===== src/design/pmd_pkg.sv =====
package pmd_pkg;

  localparam int COORD_BITS = 16;
  localparam int IDX_BITS   = 6;
  localparam int DIST_BITS  = 17;
  localparam int CNT_BITS   = 7;
  localparam int T_BITS     = 17;
  localparam int DIFF_BITS  = COORD_BITS + 1;
  localparam int MUL_BITS   = 18;
  localparam int PROD_BITS  = 2 * MUL_BITS;
  localparam int LEN_BITS   = 35;

  localparam logic [DIST_BITS-1:0] DIST_MAX          = 17'h1FFFF;
  localparam logic [21:0]          START_DIST        = 22'd1599984;
  localparam logic [CNT_BITS-1:0]  VERTEX_COUNT_RST  = 7'd36;
  localparam logic [DIST_BITS-1:0] VALLEY_RADIUS_RST = 17'd720;

  localparam logic CFG_VERTEX_COUNT  = 1'b0;
  localparam logic CFG_VALLEY_RADIUS = 1'b1;

  localparam logic MODE_LOAD  = 1'b0;
  localparam logic MODE_QUERY = 1'b1;

  typedef struct packed {
    logic                         mode;
    logic [IDX_BITS-1:0]          vertex_index;
    logic signed [COORD_BITS-1:0] coord_x;
    logic signed [COORD_BITS-1:0] coord_y;
  } in_word_t;

  typedef struct packed {
    logic [DIST_BITS-1:0] min_distance;
    logic                 in_valley;
  } out_word_t;

endpackage


===== src/design/pmd_mul.sv =====
module pmd_mul import pmd_pkg::*; (
  input  logic                        clk,
  input  logic signed [MUL_BITS-1:0]  a,
  input  logic signed [MUL_BITS-1:0]  b,
  output logic signed [PROD_BITS-1:0] prod
);

  // registered 18x18 signed product
  always_ff @(posedge clk) begin
    prod <= a * b;
  end

endmodule


===== src/design/pmd_div.sv =====
module pmd_div import pmd_pkg::*; (
  input  logic                clk,
  input  logic                rst,
  input  logic                start,
  input  logic [LEN_BITS-1:0] dividend,
  input  logic [LEN_BITS-1:0] divisor,
  output logic                done,
  output logic [T_BITS-1:0]   quotient
);

  // restoring divider, one quotient bit per cycle; needs dividend <= divisor
  logic [LEN_BITS:0] rem;
  logic [4:0]        cnt;
  logic              busy;
  logic [LEN_BITS:0] diff;
  logic              ge;

  assign ge   = rem >= {1'b0, divisor};
  assign diff = rem - {1'b0, divisor};

  always_ff @(posedge clk) begin
    if (rst) begin
      busy <= 1'b0;
      done <= 1'b0;
      cnt  <= '0;
    end else begin
      done <= 1'b0;
      if (start) begin
        rem      <= {1'b0, dividend};
        quotient <= '0;
        cnt      <= 5'(T_BITS);
        busy     <= 1'b1;
      end else if (busy) begin
        rem      <= ge ? {diff[LEN_BITS-1:0], 1'b0} : {rem[LEN_BITS-1:0], 1'b0};
        quotient <= {quotient[T_BITS-2:0], ge};
        cnt      <= cnt - 5'd1;
        if (cnt == 5'd1) begin
          busy <= 1'b0;
          done <= 1'b1;
        end
      end
    end
  end

endmodule


===== src/design/polyline_min_distance.sv =====
// Polyline minimum distance. Vertices are loaded one word at a time (mode 0,
// no result word; an index at or above MAX_VERTICES is dropped). A query word
// (mode 1) walks segments 0..n-2, n = min(vertex_count, MAX_VERTICES), and
// returns one word: the least L1 distance (Q.4, saturated at 131071) and an
// in-valley flag (distance < valley_radius). All multiplies and the divide run
// on one registered 18x18 multiplier and one bit-serial divider under a small
// sequencer; input stall is high for the whole query. A segment whose
// projection clamps to an end (or that is degenerate) skips the divide step;
// otherwise t is computed by the divider. With n below 2 a query returns
// 131071. Vertices must be loaded before a query reads them. Configuration is
// to be written only while idle by the user; the block does not enforce this.
module polyline_min_distance import pmd_pkg::*; #(
  parameter int MAX_VERTICES = 64
) (
  input  logic                 clk,
  input  logic                 rst,
  input  logic                 in_valid,
  output logic                 in_stall,
  input  in_word_t             in_data,
  output logic                 out_valid,
  input  logic                 out_stall,
  output out_word_t            out_data,
  input  logic                 cfg_we,
  input  logic                 cfg_index,
  input  logic [DIST_BITS-1:0] cfg_data
);

  localparam int AW = $clog2(MAX_VERTICES);
  localparam int NW = ($clog2(MAX_VERTICES + 1) > CNT_BITS) ? $clog2(MAX_VERTICES + 1)
                                                            : CNT_BITS;
  localparam int IW = ((AW + 1) > IDX_BITS) ? (AW + 1) : IDX_BITS;
  localparam logic [NW-1:0] MAXV = NW'(MAX_VERTICES);
  localparam logic [IW-1:0] MAXI = IW'(MAX_VERTICES);

  typedef enum logic [3:0] {
    S_IDLE, S_START, S_LDV, S_LDW, S_M1, S_M2, S_M3, S_M4, S_M5,
    S_CHK, S_DIV, S_E1, S_E2, S_E3, S_CMP, S_OUT
  } state_t;

  state_t state;

  // config
  logic [CNT_BITS-1:0]  vertex_count;
  logic [DIST_BITS-1:0] valley_radius;

  always_ff @(posedge clk) begin
    if (rst) begin
      vertex_count  <= VERTEX_COUNT_RST;
      valley_radius <= VALLEY_RADIUS_RST;
    end else if (cfg_we) begin
      case (cfg_index)
        CFG_VERTEX_COUNT:  vertex_count  <= cfg_data[CNT_BITS-1:0];
        CFG_VALLEY_RADIUS: valley_radius <= cfg_data;
        default: ;
      endcase
    end
  end

  // vertex store, one write and one registered read per cycle
  logic [COORD_BITS-1:0] mem_x [MAX_VERTICES];
  logic [COORD_BITS-1:0] mem_y [MAX_VERTICES];
  logic [COORD_BITS-1:0] rd_x, rd_y;
  logic [AW-1:0]         rd_addr;
  logic [IW-1:0]         idx_ext;
  logic                  accept, load_we;

  assign accept  = in_valid && !in_stall;
  assign idx_ext = IW'(in_data.vertex_index);
  assign load_we = accept && (in_data.mode == MODE_LOAD) && (idx_ext < MAXI);

  always_ff @(posedge clk) begin
    if (load_we) begin
      mem_x[idx_ext[AW-1:0]] <= in_data.coord_x;
      mem_y[idx_ext[AW-1:0]] <= in_data.coord_y;
    end
    rd_x <= mem_x[rd_addr];
    rd_y <= mem_y[rd_addr];
  end

  // datapath registers
  logic signed [COORD_BITS-1:0] px, py, vx, vy, wx, wy;
  logic signed [DIFF_BITS-1:0]  ax, ay, dx, dy;
  logic signed [PROD_BITS-1:0]  acc, num;
  logic [LEN_BITS-1:0]          len2;
  logic [T_BITS-1:0]            t;
  logic [PROD_BITS-1:0]         ex;
  logic [21:0]                  seg_dist, best;
  logic [NW-1:0]                seg, nv;

  // shared multiplier
  logic signed [MUL_BITS-1:0]  mul_a, mul_b;
  logic signed [PROD_BITS-1:0] prod;

  pmd_mul u_mul (.clk(clk), .a(mul_a), .b(mul_b), .prod(prod));

  always_comb begin
    case (state)
      S_M2:    begin mul_a = {dy[DIFF_BITS-1], dy}; mul_b = {dy[DIFF_BITS-1], dy}; end
      S_M3:    begin mul_a = {ax[DIFF_BITS-1], ax}; mul_b = {dx[DIFF_BITS-1], dx}; end
      S_M4:    begin mul_a = {ay[DIFF_BITS-1], ay}; mul_b = {dy[DIFF_BITS-1], dy}; end
      S_E1:    begin mul_a = {1'b0, t};             mul_b = {dx[DIFF_BITS-1], dx}; end
      S_E2:    begin mul_a = {1'b0, t};             mul_b = {dy[DIFF_BITS-1], dy}; end
      default: begin mul_a = {dx[DIFF_BITS-1], dx}; mul_b = {dx[DIFF_BITS-1], dx}; end
    endcase
  end

  // divider for t
  logic              div_start, div_done;
  logic [T_BITS-1:0] div_q;

  pmd_div u_div (
    .clk(clk), .rst(rst), .start(div_start),
    .dividend(num[LEN_BITS-1:0]), .divisor(len2),
    .done(div_done), .quotient(div_q)
  );

  // combinational helpers
  logic signed [DIFF_BITS-1:0] dvx, dvy, dwx, dwy;
  logic [DIFF_BITS:0]          l1_v, l1_w;
  logic                        to_v, to_w;
  logic signed [PROD_BITS:0]   e_diff;
  logic [PROD_BITS-1:0]        e_abs;
  logic [PROD_BITS:0]          e_sum;
  logic signed [DIFF_BITS-1:0] e_ax;
  logic [NW-1:0]               cnt_ext, nv_c, rd_seg;
  logic [21:0]                 best_sat;

  always_comb begin
    dvx  = {px[COORD_BITS-1], px} - {vx[COORD_BITS-1], vx};
    dvy  = {py[COORD_BITS-1], py} - {vy[COORD_BITS-1], vy};
    dwx  = {px[COORD_BITS-1], px} - {wx[COORD_BITS-1], wx};
    dwy  = {py[COORD_BITS-1], py} - {wy[COORD_BITS-1], wy};
    l1_v = {1'b0, (dvx[DIFF_BITS-1] ? -dvx : dvx)} + {1'b0, (dvy[DIFF_BITS-1] ? -dvy : dvy)};
    l1_w = {1'b0, (dwx[DIFF_BITS-1] ? -dwx : dwx)} + {1'b0, (dwy[DIFF_BITS-1] ? -dwy : dwy)};
    to_v = (len2 == '0) || num[PROD_BITS-1];
    to_w = num > $signed({1'b0, len2});
    // axis error: a*2^16 - t*d, exact
    e_ax   = (state == S_E2) ? ax : ay;
    e_diff = $signed({{4{e_ax[DIFF_BITS-1]}}, e_ax, 16'b0}) - $signed({prod[PROD_BITS-1], prod});
    e_abs  = e_diff[PROD_BITS] ? PROD_BITS'(-e_diff) : e_diff[PROD_BITS-1:0];
    e_sum  = {1'b0, ex} + {1'b0, e_abs} + (PROD_BITS+1)'(32768);
    cnt_ext = NW'(vertex_count);
    nv_c    = (cnt_ext > MAXV) ? MAXV : cnt_ext;
    case (state)
      S_START: rd_seg = '0;
      S_CMP:   rd_seg = seg + NW'(2);
      default: rd_seg = seg + NW'(1);
    endcase
    rd_addr   = rd_seg[AW-1:0];
    div_start = (state == S_CHK) && !to_v && !to_w;
    best_sat  = (best > 22'(DIST_MAX)) ? 22'(DIST_MAX) : best;
  end

  assign in_stall = (state != S_IDLE);

  // sequencer
  always_ff @(posedge clk) begin
    if (rst) begin
      state     <= S_IDLE;
      out_valid <= 1'b0;
    end else begin
      if (out_valid && !out_stall && state != S_OUT) out_valid <= 1'b0;
      case (state)
        S_IDLE: begin
          if (accept && in_data.mode == MODE_QUERY) begin
            px   <= in_data.coord_x;
            py   <= in_data.coord_y;
            best <= START_DIST;
            seg  <= '0;
            nv   <= nv_c;
            state <= (nv_c >= NW'(2)) ? S_START : S_OUT;
          end
        end
        S_START: state <= S_LDV;
        S_LDV: begin
          vx    <= rd_x;
          vy    <= rd_y;
          state <= S_LDW;
        end
        S_LDW: begin
          wx <= rd_x;
          wy <= rd_y;
          dx <= {rd_x[COORD_BITS-1], rd_x} - {vx[COORD_BITS-1], vx};
          dy <= {rd_y[COORD_BITS-1], rd_y} - {vy[COORD_BITS-1], vy};
          ax <= dvx;
          ay <= dvy;
          state <= S_M1;
        end
        S_M1: state <= S_M2;
        S_M2: begin
          acc   <= prod;
          state <= S_M3;
        end
        S_M3: begin
          len2  <= LEN_BITS'(acc + prod);
          state <= S_M4;
        end
        S_M4: begin
          acc   <= prod;
          state <= S_M5;
        end
        S_M5: begin
          num   <= acc + prod;
          state <= S_CHK;
        end
        S_CHK: begin
          if (to_v) begin
            seg_dist <= 22'(l1_v);
            state    <= S_CMP;
          end else if (to_w) begin
            seg_dist <= 22'(l1_w);
            state    <= S_CMP;
          end else begin
            state <= S_DIV;
          end
        end
        S_DIV: begin
          if (div_done) begin
            t     <= div_q;
            state <= S_E1;
          end
        end
        S_E1: state <= S_E2;
        S_E2: begin
          ex    <= e_abs;
          state <= S_E3;
        end
        S_E3: begin
          seg_dist <= {1'b0, e_sum[PROD_BITS:16]};
          state    <= S_CMP;
        end
        S_CMP: begin
          if (seg_dist < best) best <= seg_dist;
          if (seg + NW'(2) < nv) begin
            seg   <= seg + NW'(1);
            vx    <= wx;
            vy    <= wy;
            state <= S_LDW;
          end else begin
            state <= S_OUT;
          end
        end
        S_OUT: begin
          if (!out_valid || !out_stall) begin
            out_valid              <= 1'b1;
            out_data.min_distance  <= best_sat[DIST_BITS-1:0];
            out_data.in_valley     <= best_sat[DIST_BITS-1:0] < valley_radius;
            state                  <= S_IDLE;
          end
        end
        default: state <= S_IDLE;
      endcase
    end
  end

  a_div_in_div: assert property (@(posedge clk) disable iff (rst)
    div_done |-> state == S_DIV) else $error("divider done outside divide step");

  a_out_from_seq: assert property (@(posedge clk) disable iff (rst)
    $rose(out_valid) |-> $past(state) == S_OUT) else $error("result word without query end");

  a_best_bound: assert property (@(posedge clk) disable iff (rst)
    state != S_IDLE |-> best <= START_DIST) else $error("running minimum above start value");

endmodule


===== config.mk =====
export PLATFORM = sky130hd
export DESIGN_NAME = polyline_min_distance
export DESIGN_NICKNAME = d
export VERILOG_FILES = /design/src/design/pmd_pkg.sv /design/src/design/pmd_mul.sv /design/src/design/pmd_div.sv /design/src/design/polyline_min_distance.sv
export SDC_FILE = /design/constraint.sdc
export NUM_CORES = 2
export LEC_CHECK = 0
export ABC_AREA = 0
export BUFFER_PORTS_ARGS = -buffer_cell sky130_fd_sc_hd__buf_2
export CAP_MARGIN = 20
export CELL_PAD_IN_SITES_DETAIL_PLACEMENT = 1
export CELL_PAD_IN_SITES_GLOBAL_PLACEMENT = 2
export CORE_UTILIZATION = 45
export DETAILED_ROUTE_END_ITERATION = 8
export GPL_TIMING_DRIVEN = 1
export HOLD_SLACK_MARGIN = 0.05
export PLACE_DENSITY_LB_ADDON = 0.1
export SLEW_MARGIN = 20
export SYNTH_ARGS = -nofsm -noshare
export SYNTH_HDL_FRONTEND = slang
export SYNTH_SLANG_ARGS = --single-unit

===== constraint.sdc =====
create_clock -name clk -period 10.3 [get_ports clk]
set_clock_uncertainty 0.15 [all_clocks]
set_input_delay 0.515 -clock clk [delete_from_list [all_inputs] [get_ports clk]]
set_output_delay 0.515 -clock clk [all_outputs]
set_load 0.05 [all_outputs]

==> results by group <==
Finish
  • Most common cell after layout, fill and taps aside: nand2_1
  • Area Overhead vs Synth: 12.1%
  • Fillcell total: 29,200
  • Final nets: 12,000
  • Most frequent cells in the layout: nand2_1, edfxtp_1, inv_1, nand3_1, ha_1
  • Layout cell share with drive strength beyond 1: 8.06%

CTS
  • Num CTS Buffers: 296
  • Clk sinks: 2,603
  • H-Tree Depth: 5
  • CTS tree: done
  • Clock-pin slew on the worst setup and hold paths: 60 ps
  • Post-cts gate resize count: 0
  • Max clock buf depth: 4
  • # Post-CTS Setup Buffers: 0
  • Root buffer cell: clkbuf_16
  • Clk Latency, worst-skew pair: 950 ps

Critical path
  • Worst EP arrival: 10,170 ps
  • Required @ worst endpoint: 10,950 ps
  • CP max stage delay: 890 ps
  • Crit start category: flip-flop
  • Worst Path Max Fanout: 21
  • Crit. End Element: flip-flop
  • Cell family with most CP delay: compound AO/OA/AOI/OAI gates
  • CP dominant cell by count: fa_1
  • CP max-delay cell: o41ai_1
  • Worst path buffer plus inverter count: 5
  • CP Class: flip-flop to flip-flop

Global route
  • Largest net degree at the start of global routing: 164
  • Total GRT Usage: 29.1%
  • Initial antenna violation count: 36
  • Global route total overflow: 0
  • First-pass GRT wire length: 618 mm
  • Vias in the first global route: 92,300

Routing
  • DRC errors left: 0
  • DR vias/cell: 5.90
  • WL/cell: 28.0 um
  • Starting DRC count in detailed routing: 7,650
  • Routed wire length: 423 mm
  • Vias after detailed routing: 89,200
  • Antenna violation net count after detailed routing: 0
  • DRT Pass-1 Iters: 8

Synth
  • Yosys warns: 0
  • Post-synth EDFFs: 2,499
  • Post-synth cell types: 88
  • Sequential-to-total area share from yosys stat: 59.9%
  • Cell count after synthesis: 11,000
  • Synth area leaders: edfxtp_1, nand2_1, fa_1
  • Most common flop cell mapped by yosys: edfxtp_1
  • Async set-or-reset flop fraction in the synthesized netlist: 0%
  • Synth Register Bits: 2,603
  • Syn avg cell area: 11.7 um^2
  • Yosys top cell by area: edfxtp_1
  • Syn Nets: 11,900
  • Post-Syn Area: 129,000 um^2
  • Synth top area share: 58.3%

Floorplan
  • I/O pins: 82
  • Initial Util: 45.4%
  • Die Ht: 537 um
  • Width of the die: 537 um
  • Site Rows: 195
  • Core box area: 283,000 um^2
  • DIE AREA: 288,000 um^2

Timing
  • Peak Freq: 0.105 GHz
  • Final Max Tran Viols: 0
  • Final period utilization: 92.4%
  • Worst slew pin tran: 1180 ps
  • Setup TNS Final: 0 ps
  • Hold Vio Cnt, Final: 0
  • Post-layout minimum cycle time: 9520 ps
  • Rel. slew slack: 21.2%
  • Final setup vio count: 0
  • RSZ-0062 raised after global routing: false

Flow run
  • Max-cap violations: 0

Outcome
  • Status: finished clean

Placed design
  • Post-DP HPWL: 269 mm
  • RePlAce Congestion: 0.919
  • PortBufs: 81

Worst hold path
  • Worst Hold Class: input pin to flip-flop
==> layout make-up <==
| cell class | count | area [um^2] | share of cell area, % |
|---|---|---|---|
| clock buffer | 391 | 8040 | 5.57 |
| clock inverter | 146 | 1430 | 0.994 |
| sequential | 2603 | 77100 | 53.5 |
| timing repair buffer | 347 | 2730 | 1.89 |
| tap | 3743 | 4680 | 3.25 |
| inverter | 688 | 2580 | 1.79 |
| multi-input combinational | 7198 | 47600 | 33.0 |
| antenna | 10 | 25.0 | 0.0174 |
==> cells in the mapped netlist, types with 7 or more instances <==
cell,count
nand2_1,2514
edfxtp_1,2499
inv_1,686
nand3_1,582
clkbuf_1,498
ha_1,469
nor2_1,465
a311oi_1,389
a21oi_1,376
fa_1,339
and3_1,278
o21ai_0,238
xnor2_1,208
a31oi_1,157
a211oi_1,120
xor2_1,120
a21o_1,112
dfxtp_1,104
nor3_1,87
nor2b_1,74
mux2i_1,72
nand2b_1,68
buf_1,54
mux2_2,47
or3_1,37
nand4_1,35
o211ai_1,34
o21a_1,34
and2_1,28
nor4_1,27
a21boi_0,23
o21bai_1,23
o31ai_1,23
or2_2,22
a222oi_1,17
nand3b_1,17
a211o_1,14
a31o_2,11
a2111oi_0,8
o2111ai_1,8
o31a_1,8
or4_1,8
o311ai_0,7
==> cells by family (layout without fill, tap and decap cells) <==
group           count (synthesis)  after routing  synth area share, %
simple gates                 4278           4278                 14.5
other cells                     0             10                    0
compound gates               1664           1664                 8.89
xor+xnor                      328            328                 2.23
buf+inv                      1244           1572                 3.64
mux                           120            120                0.980
fa+ha+maj                     808            808                 9.83
flops                        2603           2603                 59.9
==> final timing paths <==
kind / start / to / slack (ps) / cells past startpoint
setup / recovery: state[1] / u_mul.prod[34] / 780 / 25
hold / removal: in_data[0] / mem_y[38][0] / 100 / 2
setup reg to reg: state[1] / u_mul.prod[34] / 780 / 25
hold reg to reg: u_div.quotient[16] / t[16] / 270 / 0
==> timing repair <==
item	4_1_cts	5_1_grt
hold buffers	37	0
endpoints found under the hold margin	60	0
setup endpoints to repair	0	0
==> per-layer routing <==
metal / up-vias / GRT usage, % / wire [um]
li1: 39800 / - / -
met1: 46300 / 40.6 / 185000
met2: 2478 / 47.1 / 198000
met3: 606 / 3.38 / 24200
met4: 8 / 10.4 / 15700
met5: - / 0 / 56
==> stage by stage <==
stage / instances / setup WS [ps] / cell area [um^2] / hold slack (ps) / utilization [%]
2_1_floorplan: 11000 / 1840 / 129000 / 250 / -
3_3_place_gp: 14500 / 969 / 134000 / 255 / 47.4
3_5_place_dp: 14500 / 887 / 134000 / 259 / 47.4
4_1_cts: 15100 / 898 / 144000 / 82.0 / 50.9
5_1_grt: 15100 / 274 / 144000 / 121 / 50.9
6_report: 15100 / 778 / 144000 / 101 / 50.9
==> registers in the layout (all words and copies together), names as in the netlist, 18 cells and up <==
signal	count
len2	35
out_data	18
best	21
num	36
seg_dist	21
mem_y	1024
mem_x	1024
u_mul.prod	36
u_div.rem	36
ex	36
acc	36
Power is left out: the tool's default activity adds up to more than one toggle a clock period on the data nets, which glitch-free logic cannot reach.
